File: src/rfc3339_timestamp_parse_assert.svh
// assertion macros used by the timestamp parser back module (rtp_back)
`ifndef RFC3339_TIMESTAMP_PARSE_ASSERT_SVH
`define RFC3339_TIMESTAMP_PARSE_ASSERT_SVH

// condition must hold in the same cycle as the trigger
`define RTP_ASSERT_SAME(name, clk, rst_n, trig, cond) \
	name: assert property (@(posedge clk) disable iff (!rst_n) (trig) |-> (cond)) \
		else $error("rtp check failed");

// condition must hold in the cycle after the trigger
`define RTP_ASSERT_NEXT(name, clk, rst_n, trig, cond) \
	name: assert property (@(posedge clk) disable iff (!rst_n) (trig) |=> (cond)) \
		else $error("rtp check failed");

`endif

File: src/rtp_pkg.sv
package rtp_pkg;

	// input and result transactions
	typedef struct packed {
		logic [7:0] char_byte;
		logic       last_char;
	} in_t;

	typedef struct packed {
		logic               status;
		logic signed [63:0] timestamp_ns;
	} out_t;

	// parsed fields of one timestamp, handed from front to back
	typedef struct packed {
		logic        err;
		logic [13:0] year;
		logic [6:0]  month;
		logic [6:0]  day;
		logic [6:0]  hour;
		logic [6:0]  minute;
		logic [6:0]  second;
		logic [29:0] frac_accum;
		logic [3:0]  frac_count;
		logic        off_neg;
		logic [6:0]  off_hours;
		logic [6:0]  off_minutes;
	} rec_t;

	typedef enum logic [2:0] {
		PH_FIXED,
		PH_AFTER_SEC,
		PH_FRACTION,
		PH_COMPLETE,
		PH_OFFSET
	} phase_t;

	typedef enum logic [2:0] {
		BS_IDLE,
		BS_PREP,
		BS_DAYS,
		BS_SECS,
		BS_MUL_LO,
		BS_MUL_HI,
		BS_DONE
	} bstate_t;

	// characters
	localparam logic [7:0] CH_DASH  = 8'h2D;
	localparam logic [7:0] CH_PLUS  = 8'h2B;
	localparam logic [7:0] CH_DOT   = 8'h2E;
	localparam logic [7:0] CH_COLON = 8'h3A;
	localparam logic [7:0] CH_ZERO  = 8'h30;
	localparam logic [7:0] CH_NINE  = 8'h39;
	localparam logic [7:0] CH_UT    = 8'h54;
	localparam logic [7:0] CH_LT    = 8'h74;
	localparam logic [7:0] CH_UZ    = 8'h5A;
	localparam logic [7:0] CH_LZ    = 8'h7A;

	// arithmetic constants
	localparam logic [29:0] NS_PER_SEC  = 30'd1000000000;
	localparam logic [16:0] SEC_PER_DAY = 17'd86400;
	localparam logic [13:0] RECIP_25    = 14'd5243;
	localparam logic [14:0] RECIP_5     = 15'd6554;
	// epoch shift plus one extra era so the year stays positive
	localparam int DAY_BIAS = 719468 + 146097;

	// scale of a fraction with the given number of digits
	function automatic logic [29:0] frac_scale(input logic [3:0] count);
		logic [29:0] s;
		case (count)
			4'd1: s = 30'd100000000;
			4'd2: s = 30'd10000000;
			4'd3: s = 30'd1000000;
			4'd4: s = 30'd100000;
			4'd5: s = 30'd10000;
			4'd6: s = 30'd1000;
			4'd7: s = 30'd100;
			4'd8: s = 30'd10;
			4'd9: s = 30'd1;
			default: s = 30'd0;
		endcase
		return s;
	endfunction

	function automatic logic [4:0] month_len(input logic [6:0] month, input logic leap);
		logic [4:0] d;
		case (month)
			7'd2: d = leap ? 5'd29 : 5'd28;
			7'd4, 7'd6, 7'd9, 7'd11: d = 5'd30;
			default: d = 5'd31;
		endcase
		return d;
	endfunction

endpackage

File: src/rtp_front.sv
module rtp_front #(
	parameter int FRACTION_DIGITS = 9
) (
	input  logic          clk,
	input  logic          arst_n,
	input  logic          in_valid,
	output logic          in_ready,
	input  rtp_pkg::in_t  in_data,
	output logic          push,
	output rtp_pkg::rec_t push_rec,
	input  logic          q_full
);
	import rtp_pkg::*;

	localparam logic [3:0] FD = 4'(FRACTION_DIGITS);

	phase_t      phase_q, nx_phase;
	logic [4:0]  idx_q, nx_idx;
	logic [13:0] year_q, nx_year;
	logic [6:0]  month_q, nx_month, day_q, nx_day, hour_q, nx_hour;
	logic [6:0]  min_q, nx_min, sec_q, nx_sec;
	logic [29:0] facc_q, nx_facc;
	logic [3:0]  fcnt_q, nx_fcnt;
	logic        neg_q, nx_neg;
	logic [6:0]  offh_q, nx_offh, offm_q, nx_offm;
	logic        err_q, nx_err;
	logic        take;
	logic [7:0]  c;
	logic [3:0]  dv;
	logic        dig, zone;

	function automatic logic [6:0] pair_add(input logic [6:0] acc, input logic [3:0] d);
		logic [10:0] t;
		t = {4'd0, acc} * 11'd10 + {7'd0, d};
		return t[6:0];
	endfunction

	assign in_ready = !q_full;
	assign take     = in_valid && in_ready;
	assign c        = in_data.char_byte;
	assign dv       = c[3:0];
	assign dig      = (c >= CH_ZERO) && (c <= CH_NINE);

	// per-character parse step
	always_comb begin
		logic [17:0] yt;
		logic [33:0] ft;
		nx_phase = phase_q;
		nx_idx   = idx_q;
		nx_year  = year_q;
		nx_month = month_q;
		nx_day   = day_q;
		nx_hour  = hour_q;
		nx_min   = min_q;
		nx_sec   = sec_q;
		nx_facc  = facc_q;
		nx_fcnt  = fcnt_q;
		nx_neg   = neg_q;
		nx_offh  = offh_q;
		nx_offm  = offm_q;
		nx_err   = err_q;
		zone     = 1'b0;
		yt = {4'd0, year_q} * 18'd10 + {14'd0, dv};
		ft = {4'd0, facc_q} * 34'd10 + {30'd0, dv};
		if (!err_q) begin
			case (phase_q)
				PH_FIXED: begin
					if (idx_q == 5'd4 || idx_q == 5'd7) begin
						if (c != CH_DASH) nx_err = 1'b1;
					end else if (idx_q == 5'd10) begin
						if (c != CH_UT && c != CH_LT) nx_err = 1'b1;
					end else if (idx_q == 5'd13 || idx_q == 5'd16) begin
						if (c != CH_COLON) nx_err = 1'b1;
					end else if (!dig) begin
						nx_err = 1'b1;
					end else if (idx_q < 5'd4) begin
						nx_year = yt[13:0];
					end else if (idx_q < 5'd7) begin
						nx_month = pair_add(month_q, dv);
					end else if (idx_q < 5'd10) begin
						nx_day = pair_add(day_q, dv);
					end else if (idx_q < 5'd13) begin
						nx_hour = pair_add(hour_q, dv);
					end else if (idx_q < 5'd16) begin
						nx_min = pair_add(min_q, dv);
					end else begin
						nx_sec = pair_add(sec_q, dv);
					end
					if (idx_q >= 5'd18) nx_phase = PH_AFTER_SEC;
					else nx_idx = idx_q + 5'd1;
				end
				PH_AFTER_SEC: begin
					if (c == CH_DOT) nx_phase = PH_FRACTION;
					else zone = 1'b1;
				end
				PH_FRACTION: begin
					if (dig) begin
						if (fcnt_q < FD) nx_facc = ft[29:0];
						if (fcnt_q < 4'd10) nx_fcnt = fcnt_q + 4'd1;
					end else if (fcnt_q == 4'd0 || fcnt_q > FD) begin
						nx_err = 1'b1;
					end else begin
						zone = 1'b1;
					end
				end
				PH_OFFSET: begin
					if (idx_q == 5'd2) begin
						if (c != CH_COLON) nx_err = 1'b1;
					end else if (!dig) begin
						nx_err = 1'b1;
					end else if (idx_q < 5'd2) begin
						nx_offh = pair_add(offh_q, dv);
					end else begin
						nx_offm = pair_add(offm_q, dv);
					end
					if (idx_q >= 5'd4) nx_phase = PH_COMPLETE;
					else nx_idx = idx_q + 5'd1;
				end
				default: nx_err = 1'b1;
			endcase
			// zone designator
			if (zone) begin
				if (c == CH_UZ || c == CH_LZ) begin
					nx_phase = PH_COMPLETE;
				end else if (c == CH_PLUS || c == CH_DASH) begin
					nx_neg   = (c == CH_DASH);
					nx_phase = PH_OFFSET;
					nx_idx   = 5'd0;
				end else begin
					nx_err = 1'b1;
				end
			end
		end
	end

	// record handed to the back on the final character
	always_comb begin
		push                 = take && in_data.last_char;
		push_rec.err         = nx_err || (nx_phase != PH_COMPLETE);
		push_rec.year        = nx_year;
		push_rec.month       = nx_month;
		push_rec.day         = nx_day;
		push_rec.hour        = nx_hour;
		push_rec.minute      = nx_min;
		push_rec.second      = nx_sec;
		push_rec.frac_accum  = nx_facc;
		push_rec.frac_count  = nx_fcnt;
		push_rec.off_neg     = nx_neg;
		push_rec.off_hours   = nx_offh;
		push_rec.off_minutes = nx_offm;
	end

	// parse state, cleared after each timestamp
	always_ff @(posedge clk or negedge arst_n) begin
		if (!arst_n) begin
			phase_q <= PH_FIXED;
			idx_q   <= '0;
			year_q  <= '0;
			month_q <= '0;
			day_q   <= '0;
			hour_q  <= '0;
			min_q   <= '0;
			sec_q   <= '0;
			facc_q  <= '0;
			fcnt_q  <= '0;
			neg_q   <= 1'b0;
			offh_q  <= '0;
			offm_q  <= '0;
			err_q   <= 1'b0;
		end else if (take) begin
			if (in_data.last_char) begin
				phase_q <= PH_FIXED;
				idx_q   <= '0;
				year_q  <= '0;
				month_q <= '0;
				day_q   <= '0;
				hour_q  <= '0;
				min_q   <= '0;
				sec_q   <= '0;
				facc_q  <= '0;
				fcnt_q  <= '0;
				neg_q   <= 1'b0;
				offh_q  <= '0;
				offm_q  <= '0;
				err_q   <= 1'b0;
			end else begin
				phase_q <= nx_phase;
				idx_q   <= nx_idx;
				year_q  <= nx_year;
				month_q <= nx_month;
				day_q   <= nx_day;
				hour_q  <= nx_hour;
				min_q   <= nx_min;
				sec_q   <= nx_sec;
				facc_q  <= nx_facc;
				fcnt_q  <= nx_fcnt;
				neg_q   <= nx_neg;
				offh_q  <= nx_offh;
				offm_q  <= nx_offm;
				err_q   <= nx_err;
			end
		end
	end

endmodule

File: src/rtp_fifo.sv
module rtp_fifo (
	input  logic          clk,
	input  logic          arst_n,
	input  logic          push,
	input  rtp_pkg::rec_t push_rec,
	output logic          full,
	input  logic          pop,
	output logic          empty,
	output rtp_pkg::rec_t pop_rec
);
	import rtp_pkg::*;

	rec_t       mem_q [2];
	logic       wr_q, rd_q;
	logic [1:0] cnt_q;

	assign full    = (cnt_q == 2'd2);
	assign empty   = (cnt_q == 2'd0);
	assign pop_rec = mem_q[rd_q];

	// storage
	always_ff @(posedge clk) begin
		if (push) mem_q[wr_q] <= push_rec;
	end

	// pointers and fill count
	always_ff @(posedge clk or negedge arst_n) begin
		if (!arst_n) begin
			wr_q  <= 1'b0;
			rd_q  <= 1'b0;
			cnt_q <= 2'd0;
		end else begin
			if (push) wr_q <= !wr_q;
			if (pop) rd_q <= !rd_q;
			if (push && !pop) cnt_q <= cnt_q + 2'd1;
			else if (pop && !push) cnt_q <= cnt_q - 2'd1;
		end
	end

endmodule

File: src/rtp_back.sv
`include "rfc3339_timestamp_parse_assert.svh"
module rtp_back (
	input  logic          clk,
	input  logic          arst_n,
	input  logic          q_empty,
	output logic          pop,
	input  rtp_pkg::rec_t pop_rec,
	output logic          out_valid,
	input  logic          out_ready,
	output rtp_pkg::out_t out_data
);
	import rtp_pkg::*;

	bstate_t            st_q, st_nx;
	rec_t               rec_q;
	logic               bad_q;
	logic [13:0]        yp_q;
	logic [8:0]         doy_q;
	logic signed [18:0] hms_q;
	logic [29:0]        frac_q;
	logic signed [24:0] days_q;
	logic signed [39:0] secs_q;
	logic [49:0]        plo_q;
	logic signed [50:0] phi_q;
	logic               out_valid_q;
	out_t               out_q;
	logic               load;

	// range checks and small products from the parsed fields
	logic        leap, bad;
	logic [13:0] q100;
	logic [25:0] q100_full;
	logic [4:0]  dim;
	logic [6:0]  mm;
	logic [10:0] doy_num;
	logic [25:0] doy_div;
	logic [8:0]  doy;
	logic [13:0] yp;
	logic [16:0] hms_base, off;
	logic signed [18:0] hms;
	logic [59:0] frac_full;

	always_comb begin
		q100_full = {14'd0, rec_q.year[13:2]} * {12'd0, RECIP_25};
		q100      = {5'd0, q100_full[25:17]};
		leap      = (rec_q.year[1:0] == 2'd0)
		            && ((rec_q.year != q100 * 14'd100) || (q100[1:0] == 2'd0));
		dim       = month_len(rec_q.month, leap);
		bad = rec_q.err || (rec_q.month < 7'd1) || (rec_q.month > 7'd12)
		      || (rec_q.day < 7'd1) || (rec_q.day > {2'd0, dim})
		      || (rec_q.hour > 7'd23) || (rec_q.minute > 7'd59) || (rec_q.second > 7'd59)
		      || (rec_q.off_hours > 7'd23) || (rec_q.off_minutes > 7'd59);
		mm        = (rec_q.month > 7'd2) ? rec_q.month - 7'd3 : rec_q.month + 7'd9;
		doy_num   = {4'd0, mm} * 11'd153 + 11'd2;
		doy_div   = {15'd0, doy_num} * {11'd0, RECIP_5};
		doy       = doy_div[23:15] + {2'd0, rec_q.day} - 9'd1;
		yp        = rec_q.year + 14'd400 - ((rec_q.month <= 7'd2) ? 14'd1 : 14'd0);
		hms_base  = {10'd0, rec_q.hour} * 17'd3600 + {10'd0, rec_q.minute} * 17'd60
		            + {10'd0, rec_q.second};
		off       = {10'd0, rec_q.off_hours} * 17'd3600 + {10'd0, rec_q.off_minutes} * 17'd60;
		hms       = rec_q.off_neg ? $signed({2'd0, hms_base}) + $signed({2'd0, off})
		                          : $signed({2'd0, hms_base}) - $signed({2'd0, off});
		frac_full = {30'd0, rec_q.frac_accum} * {30'd0, frac_scale(rec_q.frac_count)};
	end

	// days from the civil date, shifted up by one era
	logic [25:0]        qa, qb;
	logic signed [25:0] dsum;
	always_comb begin
		qa   = {14'd0, yp_q[13:2]} * {12'd0, RECIP_25};
		qb   = {14'd0, 2'd0, yp_q[13:4]} * {12'd0, RECIP_25};
		dsum = $signed({12'd0, yp_q}) * 26'sd365 + $signed({14'd0, yp_q[13:2]})
		       - $signed({14'd0, qa[25:17] & 9'h1FF, 3'd0} >> 3)
		       + $signed({14'd0, qb[25:17] & 9'h1FF, 3'd0} >> 3)
		       + $signed({17'd0, doy_q}) - 26'(DAY_BIAS);
	end

	// seconds, then nanoseconds in two partial products
	logic signed [42:0] sx;
	logic [49:0]        plo;
	logic signed [50:0] phi;
	logic signed [71:0] nsum;
	logic               fits;
	always_comb begin
		sx   = 43'(days_q) * 43'sd86400 + 43'(hms_q);
		plo  = {30'd0, secs_q[19:0]} * {20'd0, NS_PER_SEC};
		phi  = 51'($signed(secs_q[39:20])) * 51'sd1000000000;
		nsum = (72'(phi_q) <<< 20) + $signed({22'd0, plo_q}) + $signed({42'd0, frac_q});
		// signed 64-bit range of the full sum, lower bound on whole seconds
		fits = ((&nsum[71:63]) || !(|nsum[71:63]))
		       && (secs_q >= -40'sd9223372036);
	end

	// sequencer
	always_comb begin
		st_nx = st_q;
		pop   = 1'b0;
		load  = 1'b0;
		case (st_q)
			BS_IDLE: begin
				if (!q_empty) begin
					pop   = 1'b1;
					st_nx = BS_PREP;
				end
			end
			BS_PREP:   st_nx = BS_DAYS;
			BS_DAYS:   st_nx = BS_SECS;
			BS_SECS:   st_nx = BS_MUL_LO;
			BS_MUL_LO: st_nx = BS_MUL_HI;
			BS_MUL_HI: st_nx = BS_DONE;
			BS_DONE: begin
				if (!out_valid_q || out_ready) begin
					load  = 1'b1;
					st_nx = BS_IDLE;
				end
			end
			default: st_nx = BS_IDLE;
		endcase
	end

	always_ff @(posedge clk or negedge arst_n) begin
		if (!arst_n) st_q <= BS_IDLE;
		else st_q <= st_nx;
	end

	// datapath registers
	always_ff @(posedge clk) begin
		if (pop) rec_q <= pop_rec;
		if (st_q == BS_PREP) begin
			bad_q  <= bad;
			yp_q   <= yp;
			doy_q  <= doy;
			hms_q  <= hms;
			frac_q <= frac_full[29:0];
		end
		if (st_q == BS_DAYS) days_q <= dsum[24:0];
		if (st_q == BS_SECS) secs_q <= sx[39:0];
		if (st_q == BS_MUL_LO) plo_q <= plo;
		if (st_q == BS_MUL_HI) phi_q <= phi;
	end

	// output register
	always_ff @(posedge clk or negedge arst_n) begin
		if (!arst_n) begin
			out_valid_q <= 1'b0;
		end else if (load) begin
			out_valid_q <= 1'b1;
		end else if (out_ready) begin
			out_valid_q <= 1'b0;
		end
	end

	always_ff @(posedge clk) begin
		if (load) begin
			out_q.status       <= bad_q || !fits;
			out_q.timestamp_ns <= (bad_q || !fits) ? 64'sd0 : nsum[63:0];
		end
	end

	assign out_valid = out_valid_q;
	assign out_data  = out_q;

	`RTP_ASSERT_SAME(a_pop_idle, clk, arst_n, pop, (st_q == BS_IDLE) && !q_empty)
	`RTP_ASSERT_SAME(a_load_free, clk, arst_n, load, !out_valid_q || out_ready)
	`RTP_ASSERT_NEXT(a_load_shown, clk, arst_n, load, out_valid && (st_q == BS_IDLE))
	`RTP_ASSERT_SAME(a_err_zero, clk, arst_n, out_valid && out_data.status,
		out_data.timestamp_ns == 64'sd0)

endmodule

File: src/rfc3339_timestamp_parse.sv
// Timestamp text parser: takes one character per transaction, one per cycle when not
// stalled, and on the transaction marked last_char returns status and signed UTC
// nanoseconds since 1970. The front parses characters at one a cycle and hands each
// finished timestamp to a two-entry queue; the back takes one timestamp at a time from
// the queue and turns it into nanoseconds in a sequence of steps (range checks, day
// count, seconds, two partial products of the nanosecond multiply, result). The input
// stalls only when both queue entries wait.
module rfc3339_timestamp_parse #(
	parameter int FRACTION_DIGITS = 9
) (
	input  logic          clk,
	input  logic          arst_n,
	input  logic          in_valid,
	output logic          in_ready,
	input  rtp_pkg::in_t  in_data,
	output logic          out_valid,
	input  logic          out_ready,
	output rtp_pkg::out_t out_data
);
	import rtp_pkg::*;

	logic push, pop, q_full, q_empty;
	rec_t push_rec, pop_rec;

	rtp_front #(
		.FRACTION_DIGITS(FRACTION_DIGITS)
	) u_front (
		.clk      (clk),
		.arst_n   (arst_n),
		.in_valid (in_valid),
		.in_ready (in_ready),
		.in_data  (in_data),
		.push     (push),
		.push_rec (push_rec),
		.q_full   (q_full)
	);

	rtp_fifo u_fifo (
		.clk      (clk),
		.arst_n   (arst_n),
		.push     (push),
		.push_rec (push_rec),
		.full     (q_full),
		.pop      (pop),
		.empty    (q_empty),
		.pop_rec  (pop_rec)
	);

	rtp_back u_back (
		.clk       (clk),
		.arst_n    (arst_n),
		.q_empty   (q_empty),
		.pop       (pop),
		.pop_rec   (pop_rec),
		.out_valid (out_valid),
		.out_ready (out_ready),
		.out_data  (out_data)
	);

endmodule
File: config.mk
export PLATFORM = sky130hd
export DESIGN_NAME = rfc3339_timestamp_parse
export DESIGN_NICKNAME = d
export VERILOG_FILES = /design/src/rtp_pkg.sv /design/src/rtp_front.sv /design/src/rtp_fifo.sv /design/src/rtp_back.sv /design/src/rfc3339_timestamp_parse.sv
export VERILOG_INCLUDE_DIRS = /design/src /design/src/src
export SDC_FILE = /design/constraint.sdc
export NUM_CORES = 2
export LEC_CHECK = 0
export ABC_CLOCK_PERIOD_IN_PS = 23100
export BUFFER_PORTS_ARGS = -buffer_cell sky130_fd_sc_hd__buf_4
export CAP_MARGIN = 10
export CORE_ASPECT_RATIO = 1.2
export CORE_MARGIN = 2
export CORE_UTILIZATION = 60
export DETAILED_ROUTE_END_ITERATION = 7
export GPL_ROUTABILITY_DRIVEN = 1
export PLACE_DENSITY = 0.76
export SYNTH_ARGS = -nofsm -noshare
export SYNTH_HDL_FRONTEND = slang
export SYNTH_SLANG_ARGS = --single-unit
File: constraint.sdc
create_clock -name clk -period 23.1 [get_ports clk]
set_input_delay 2.31 -clock clk [delete_from_list [all_inputs] [get_ports clk]]
set_output_delay 2.31 -clock clk [all_outputs]
set_load 0.01 [all_outputs]
== Yosys cells after proc, flatten, opt, wreduce, memory -nomap -nowiden ==
Memories as Yosys holds them, arrays and structs flattened. A register that Yosys moved wholly into a read port is not among the register bits.
Index checks and enable logic that the tools add are counted.
Operators by class
  add/subtract/negate cells: 33
  multiply operators: 24
  order comparisons: 25
  equality and inequality tests: 35
  multiplexer cells: 145
  reduce and logical (&&, ||, !) cells: 48
Operator list (number)
  7-bit two-way mux: 67
  30-bit two-way mux: 5
  14-bit two-way mux: 8
  71-bit by 51-bit adder with 72-bit output: 1
  72-bit by 31-bit adder with 72-bit output: 1
  12-bit by 13-bit multiplier with 25-bit output, second input constant: 2
  7-bit by 4-bit adder with 7-bit output: 7
  7-bit by 3-bit multiplier with 6-bit output, second input constant: 7
  20-bit by 22-bit multiplier with 42-bit output, second input constant: 1
  20-bit by 21-bit multiplier with 41-bit output, second input constant: 1
  40-bit by 19-bit adder with 40-bit output: 1
  40-bit by 35-bit >= comparator with 1-bit output, second input constant: 1
  5-bit two-way mux: 7
  17-bit by 13-bit adder with 17-bit output: 2
  1-bit two-way mux: 34
  25-bit by 11-bit multiplier with 33-bit output, second input constant: 1
  30-bit by 4-bit adder with 30-bit output: 1
  30-bit by 3-bit multiplier with 29-bit output, second input constant: 1
  30-bit by 30-bit multiplier with 30-bit output: 1
  3-bit two-way mux: 10
  7-bit by 8-bit multiplier with 13-bit output, second input constant: 2
  25-bit by 10-bit adder with 25-bit output: 1
  25-bit by 13-bit adder with 25-bit output: 1
  25-bit by 7-bit adder with 25-bit output: 1
  79 further kinds: 146
Word-level totals
  register bits: 401
  bits in writable memories: 198
  ROM bits: 400
  bits of input ports: 13
  output and inout port bits: 67
  word-level logic and storage cells: 342
  memories kept: 2
Memory list
  (name not given): words 16, width 25, rd ports 1, clocked after memory_dff 0, wr ports 0, RTL line rtp_pkg.sv:71  | case (count)
  u_fifo.mem_q: words 2, width 99, rd ports 1, clocked after memory_dff 1, wr ports 1, RTL line rtp_fifo.sv:13  | rec_t mem_q [2];

== Longest topological paths before layout ==
  depth after elaboration: 14
  gate-level depth with buffers: 49
  gate-level depth less buffers: 48

== Modules after synthesis ==
A second synthesis with hierarchy kept.
Second synthesis, totals
  cell total of the unflattened synthesis: 8303
  area total of the unflattened synthesis: 88354.7 µm²
By module, submodules not included
  rtp_back: times used 1, cells each 6818, area an instance 69937.1 µm², sequential area each 12061.6 µm²
  rtp_front: times used 1, cells each 1161, area an instance 10587.7 µm², sequential area each 2677.6 µm²
  rtp_fifo: times used 1, cells each 324, area an instance 7830.0 µm², sequential area each 6045.8 µm²

== Worst setup path after synthesis ==
OpenSTA, ideal clock, no wires.
  kind: reg-to-reg
  from: register, netlist name u_back.rec_q[77]
  to: register u_back.doy_q[8], data pin
  setup time: 260 ps
  arrival: 10025 ps
  data required time: 22840 ps
  slack: 12815 ps
  cell stages (with the launch flop): 46
  buffers on the path: 1
  clock period less this slack: 10285 ps
  cell sequence: edfxtp_1 > clkbuf_1 > inv_1 > ha_1 > o21a_1 > inv_1 > ha_1 > a31oi_1 > xor2_1 > ha_1 > ha_1 > inv_1 > fa_1 > inv_1 > fa_1 > ha_1 > a31oi_1 > o21bai_1 > [... 10 more ...] > a21o_1 > a21o_1 > a21oi_1 > inv_1 > o311a_1 > o41ai_1 > o21ba_2 > nor2b_1 > nor2_1 > xor2_1 > ha_1 > inv_1 > ha_1 > a21oi_1 > o21bai_1 > a21oi_1 > xnor2_1 > xnor2_1
On the way
  cells in the longest elaborated chain, start to end: 7
  elaborated cells between the ends (all ways): 9
  classes of those cells: add/sub (5); mul (2); order compare (1); mux (1)
RTL lines
  7-bit by 4-bit adder with 7-bit output (tied with other cells): RTL line rtp_back.sv:53  | mm = (rec_q.month > 7'd2) ? rec_q.month - 7'd3 : rec_q.month + 7'd9;
  7-bit two-way mux *: RTL line rtp_back.sv:53
  7-bit by 8-bit multiplier with 11-bit output *: RTL line rtp_back.sv:54  | doy_num = {4'd0, mm} * 11'd153 + 11'd2;
  11-bit by 2-bit adder with 11-bit output *: RTL line rtp_back.sv:54
  11-bit by 12-bit multiplier with 23-bit output *: RTL line rtp_back.sv:55  | doy_div = {15'd0, doy_num} * {11'd0, RECIP_5};
  9-bit by 7-bit adder with 9-bit output *: RTL line rtp_back.sv:56  | doy = doy_div[23:15] + {2'd0, rec_q.day} - 9'd1;
  9-bit by 1-bit subtractor with 9-bit output *: RTL line rtp_back.sv:56
  named net u_back.doy[8]: RTL line rtp_back.sv:37  | logic [8:0] doy;
  end signal, assigned: RTL line rtp_back.sv:132  | doy_q <= doy;
  end, declared: RTL line rtp_back.sv:18  | logic [8:0] doy_q;
Mark *: on every way through the listed nets, which the timed path passes. The rest lies on a longest branch.
A chain may end at the register's enable or synchronous reset.

== Final worst setup path ==
  from: register, netlist name u_back.rec_q[81]
  to: register u_back.doy_q[8], data pin
On the way
  cells in the longest elaborated chain, start to end: 7
  elaborated cells between the ends (all ways): 9
  classes of those cells: add/sub (5); mul (2); order compare (1); mux (1)
RTL lines (RTL line)
  7-bit by 4-bit adder with 7-bit output (tied with other cells): rtp_back.sv:53
  7-bit two-way mux *: rtp_back.sv:53
  7-bit by 8-bit multiplier with 11-bit output *: rtp_back.sv:54
  11-bit by 2-bit adder with 11-bit output *: rtp_back.sv:54
  11-bit by 12-bit multiplier with 23-bit output *: rtp_back.sv:55
  9-bit by 7-bit adder with 9-bit output *: rtp_back.sv:56
  9-bit by 1-bit subtractor with 9-bit output *: rtp_back.sv:56
  named net u_back.doy[8]: rtp_back.sv:37
Marked as above.

==> impl_table.tex <==
\begin{tabular}{lr}
\hline
Metric & Value \\
\hline
\multicolumn{2}{l}{\textbf{Finish}} \\
\quad Most common cell after layout, fill and taps aside & sky130\_fd\_sc\_hd\_\_inv\_1 \\
\quad Share of final-layout standard cells stronger than drive strength 1 & 5.32\% \\
\quad Core occupancy in the finished layout & 64.2\% \\
\quad Nets & 10900 \\
\quad Commonest cells after routing, fill and taps aside & sky130\_fd\_sc\_hd\_\_inv\_1 (1691), sky130\_fd\_sc\_hd\_\_ha\_1 (1476), sky130\_fd\_sc\_hd\_\_fa\_1 (1010) \\
\quad Antenna fix cells & 0 \\
\quad Syn-to-layout area delta & 6.25\% \\
\multicolumn{2}{l}{\textbf{Floorplanning}} \\
\quad Initial cell density of the core & 60.5\% \\
\quad Core area & 0.145 sq mm \\
\quad Overall die area & 0.149 sq mm \\
\quad Number of rows in the core area & 153 \\
\quad Die X & 353 um \\
\quad Die height & 423 um \\
\quad Ports & 80 \\
\multicolumn{2}{l}{\textbf{Synth}} \\
\quad Netlist cell types & 81 \\
\quad EDFF count, synth & 583 \\
\quad Synthesized area per cell & 10.4 sq um \\
\quad Most used flip-flop cell after synthesis & sky130\_fd\_sc\_hd\_\_edfxtp\_1 \\
\quad Yosys warning total & 0 \\
\quad Share of the yosys chip area belonging to registers & 23.2\% \\
\quad Async set-or-reset flop fraction in the synthesized netlist & 16.5\% \\
\quad Total standard cell area after synthesis & 0.0877 sq mm \\
\quad Flops \& latches, synth & 698 \\
\quad Synthesized netlist net count & 10900 \\
\quad Syn Inst Count & 8408 \\
\multicolumn{2}{l}{\textbf{CTS}} \\
\quad TritonCTS clock tree & done \\
\quad Clock-pin slew on the worst setup and hold paths & 70 ps \\
\quad Number of sinks driven by the clock tree & 698 \\
\quad Largest buffer count on any clock path & 3 \\
\quad Clock Latency Late Sink & 680 ps \\
\quad H-tree depth & 3 \\
\quad Cells resized by post-CTS repair & 0 \\
\quad Post-CTS setup buffers & 0 \\
\quad CTS Buf Count & 78 \\
\quad Cts-stage hold buffer count & 0 \\
\quad Root Buffer Master & sky130\_fd\_sc\_hd\_\_clkbuf\_16 \\
\multicolumn{2}{l}{\textbf{Place}} \\
\quad Number of buffers added on ports & 79 \\
\quad Sum of net half-perimeters after detailed placement & 161000 um \\
\quad Routability congestion estimate from global placement & 0.966 \\
\multicolumn{2}{l}{\textbf{Global route}} \\
\quad Most Crowded Layer GR & met2 \\
\quad GR Layer Usage met2 & 49.2\% \\
\quad Met1 track demand over resource & 33.2\% \\
\quad Maximum number of pins on one net before global-route repair & 74 \\
\quad Grt ovf & 0 \\
\quad Vias in the first global route & 63300 \\
\quad Antenna violations before repair & 1 \\
\quad Met3 track demand over resource in global routing & 2.29\% \\
\quad Overall Global Routing Usage & 26.9\% \\
\quad Global-route wire length before repair & 323000 um \\
\multicolumn{2}{l}{\textbf{Worst setup path}} \\
\quad Maximum cell stage delay along the critical path & 600 ps \\
\quad Crit path capture type & flop \\
\quad Critical Setup Path Class & reg2reg \\
\quad Launching element of the worst setup path & u\_back.rec\_q[81]\$\_DFFE\_PP\_ \\
\quad Data required time at the worst endpoint & 23520 ps \\
\quad Endpoint of the worst-slack reg-to-reg timing path & u\_back.doy\_q[8]\$\_DFFE\_PP\_ \\
\quad Worst flop-to-flop path startpoint & u\_back.rec\_q[81]\$\_DFFE\_PP\_ \\
\quad Arrival time at the worst endpoint & 11800 ps \\
\quad Reg2reg setup slack & 11720 ps \\
\quad Crit-path max FO & 4 \\
\quad Standard cell with the maximum stage delay on the critical path & sky130\_fd\_sc\_hd\_\_o41ai\_1 \\
\quad Worst R2R Path Depth & 43 \\
\quad Worst Setup Start Kind & flop \\
\multicolumn{2}{l}{\textbf{Route}} \\
\quad DRC marker count from the first detailed-route iteration & 3389 \\
\quad Residual DRC count & 0 \\
\quad Routed vias & 58800 \\
\quad Antenna viol nets, final & 0 \\
\quad Per-cell via count in the routed design & 5.63 \\
\quad Wire length reported by the detailed router & 196000 um \\
\quad Routed length per placed instance & 18.8 um \\
\quad Number of iterations in the first detailed-routing pass & 5 \\
\multicolumn{2}{l}{\textbf{Timing}} \\
\quad Worst slew slack as a fraction of its limit & 14.0\% \\
\quad Setup tns final & 0 ps \\
\quad Final setup violation count & 0 \\
\quad RSZ-0062 raised after global routing & false \\
\quad Least-Margin Pin Slew & 1290 ps \\
\quad Final clock skew & 24.8 ps \\
\quad Final Cycle Share & 49.3\% \\
\quad Peak clock frequency supported by timing & 0.0878 GHz \\
\quad Worst slack on hold paths & 419 ps \\
\quad Pins Over Slew Limit & 0 \\
\quad Number of failing hold endpoints at the final stage & 0 \\
\quad Time the final worst path needs with I/O delays and setup & 11380 ps \\
\multicolumn{2}{l}{\textbf{Worst hold path}} \\
\quad Worst Hold Depth & 0 \\
\quad Startpoint of the worst hold path & u\_back.hms\_q[3]\$\_DFFE\_PP\_ \\
\quad Worst Hold Path EP & u\_back.secs\_q[3]\$\_DFFE\_PP\_ \\
\quad Min-Delay Path Class & reg2reg \\
\multicolumn{2}{l}{\textbf{Flow run}} \\
\quad \# Max-Cap Violations & 0 \\
\multicolumn{2}{l}{\textbf{Status}} \\
\quad Status & complete, no violations \\
\hline
\end{tabular}
==> kinds of logic after synthesis <==
logic type	share of synthesized area (%)
simple gates	8.02
compound gates	9.09
mux	2.02
xor+xnor	5.61
fa+ha+maj	44.1
flops	23.2
buf+inv	7.93
==> worst max-delay path: cells and delay by family (launching register included) <==
| family | cells | cell delay [ps] |
|---|---|---|
| flip-flops | 1 | 400 |
| adder cells (fa/ha/maj) | 14 | 5190 |
| XOR/XNOR | 5 | 1070 |
| AO/OA/AOI/OAI | 14 | 3190 |
| buffers and inverters | 8 | 510 |
| AND/OR/NAND/NOR | 2 | 780 |
==> synthesized netlist by cell type, drive strengths merged, types with 10 or more instances <==
cell type  count  area share, %
mux2         142            1.8
a2111oi       10           0.11
or2           23           0.16
o31ai         18           0.16
fa          1010             23
nor3          80           0.46
or3           13          0.093
and4          11           0.11
o211ai        21           0.18
or4           11          0.094
ha          1476             21
a21oi        370            2.1
nand2        438            1.9
xnor2        404            4.0
a21o         173            1.5
a31oi         40           0.29
o41ai         14           0.15
nand2b        58           0.41
nor2         314            1.3
dfrtp        115            3.3
o21ai        215            1.2
nor4          23           0.17
nor2b         74           0.54
nor3b         34           0.29
inv         1692            7.2
a22o          88           0.88
a211oi        39           0.36
o21a          48           0.41
edfxtp       583             20
a211o         11           0.11
clkbuf       153           0.65
xor2         153            1.5
a21boi        11          0.094
and3          62           0.44
mux2i         17           0.19
o21bai        71           0.61
a31o          11           0.11
nand3b        10          0.086
and2         164            1.2
nand4         26           0.19
nand3         83           0.47
==> routing by layer <==
metal | wire length (um) | up-vias
met1 | 80100 | 29200
met2 | 101000 | 1333
met4 | 7500 | 2
li1 | - | 27900
met3 | 7640 | 404
met5 | 13 | -
==> layout make-up <==
type	count	area, sq um
multi-input combinational	5858	60500
fill	11500	51900
sequential	698	20400
inverter	1692	6350
tap	1937	2420
clock buffer	97	2100
timing repair buffer	118	886
clock inverter	49	559
==> through the flow <==
step,cell area [sq um],worst slack (ps),cells
3_5_place_dp,90500,11610,10300
2_1_floorplan,87700,12810,8408
3_3_place_gp,90500,11750,10300
5_1_grt,93200,10870,10400
4_1_cts,93200,11570,10400
6_report,93200,11720,10400
==> registers in the layout (all words and copies together) (netlist names), 14 cells and up <==
register / flops
u_back.phi_q: 42
u_back.secs_q: 40
u_back.hms_q: 19
u_front.facc_q: 30
u_fifo.mem_q: 198
u_front.year_q: 14
u_back.out_data: 65
u_back.yp_q: 14
u_back.plo_q: 41
u_back.frac_q: 30
u_back.rec_q: 99
u_back.days_q: 25
==> worst max path at each step <==
stage | endpoint | slack, ps | cells after the start
2_1_floorplan | u_back.doy_q[8]$_DFFE_PP_ | 12810 | 45
3_3_place_gp | u_back.doy_q[8]$_DFFE_PP_ | 11750 | 43
3_5_place_dp | u_back.doy_q[8]$_DFFE_PP_ | 11610 | 43
4_1_cts | u_back.doy_q[8]$_DFFE_PP_ | 11570 | 43
5_1_grt | u_back.doy_q[8]$_DFFE_PP_ | 10870 | 43
6_report | u_back.doy_q[8]$_DFFE_PP_ | 11720 | 43
Power is not shown: default switching activity piles up to over one toggle a cycle in this logic, so the estimate is an artifact.
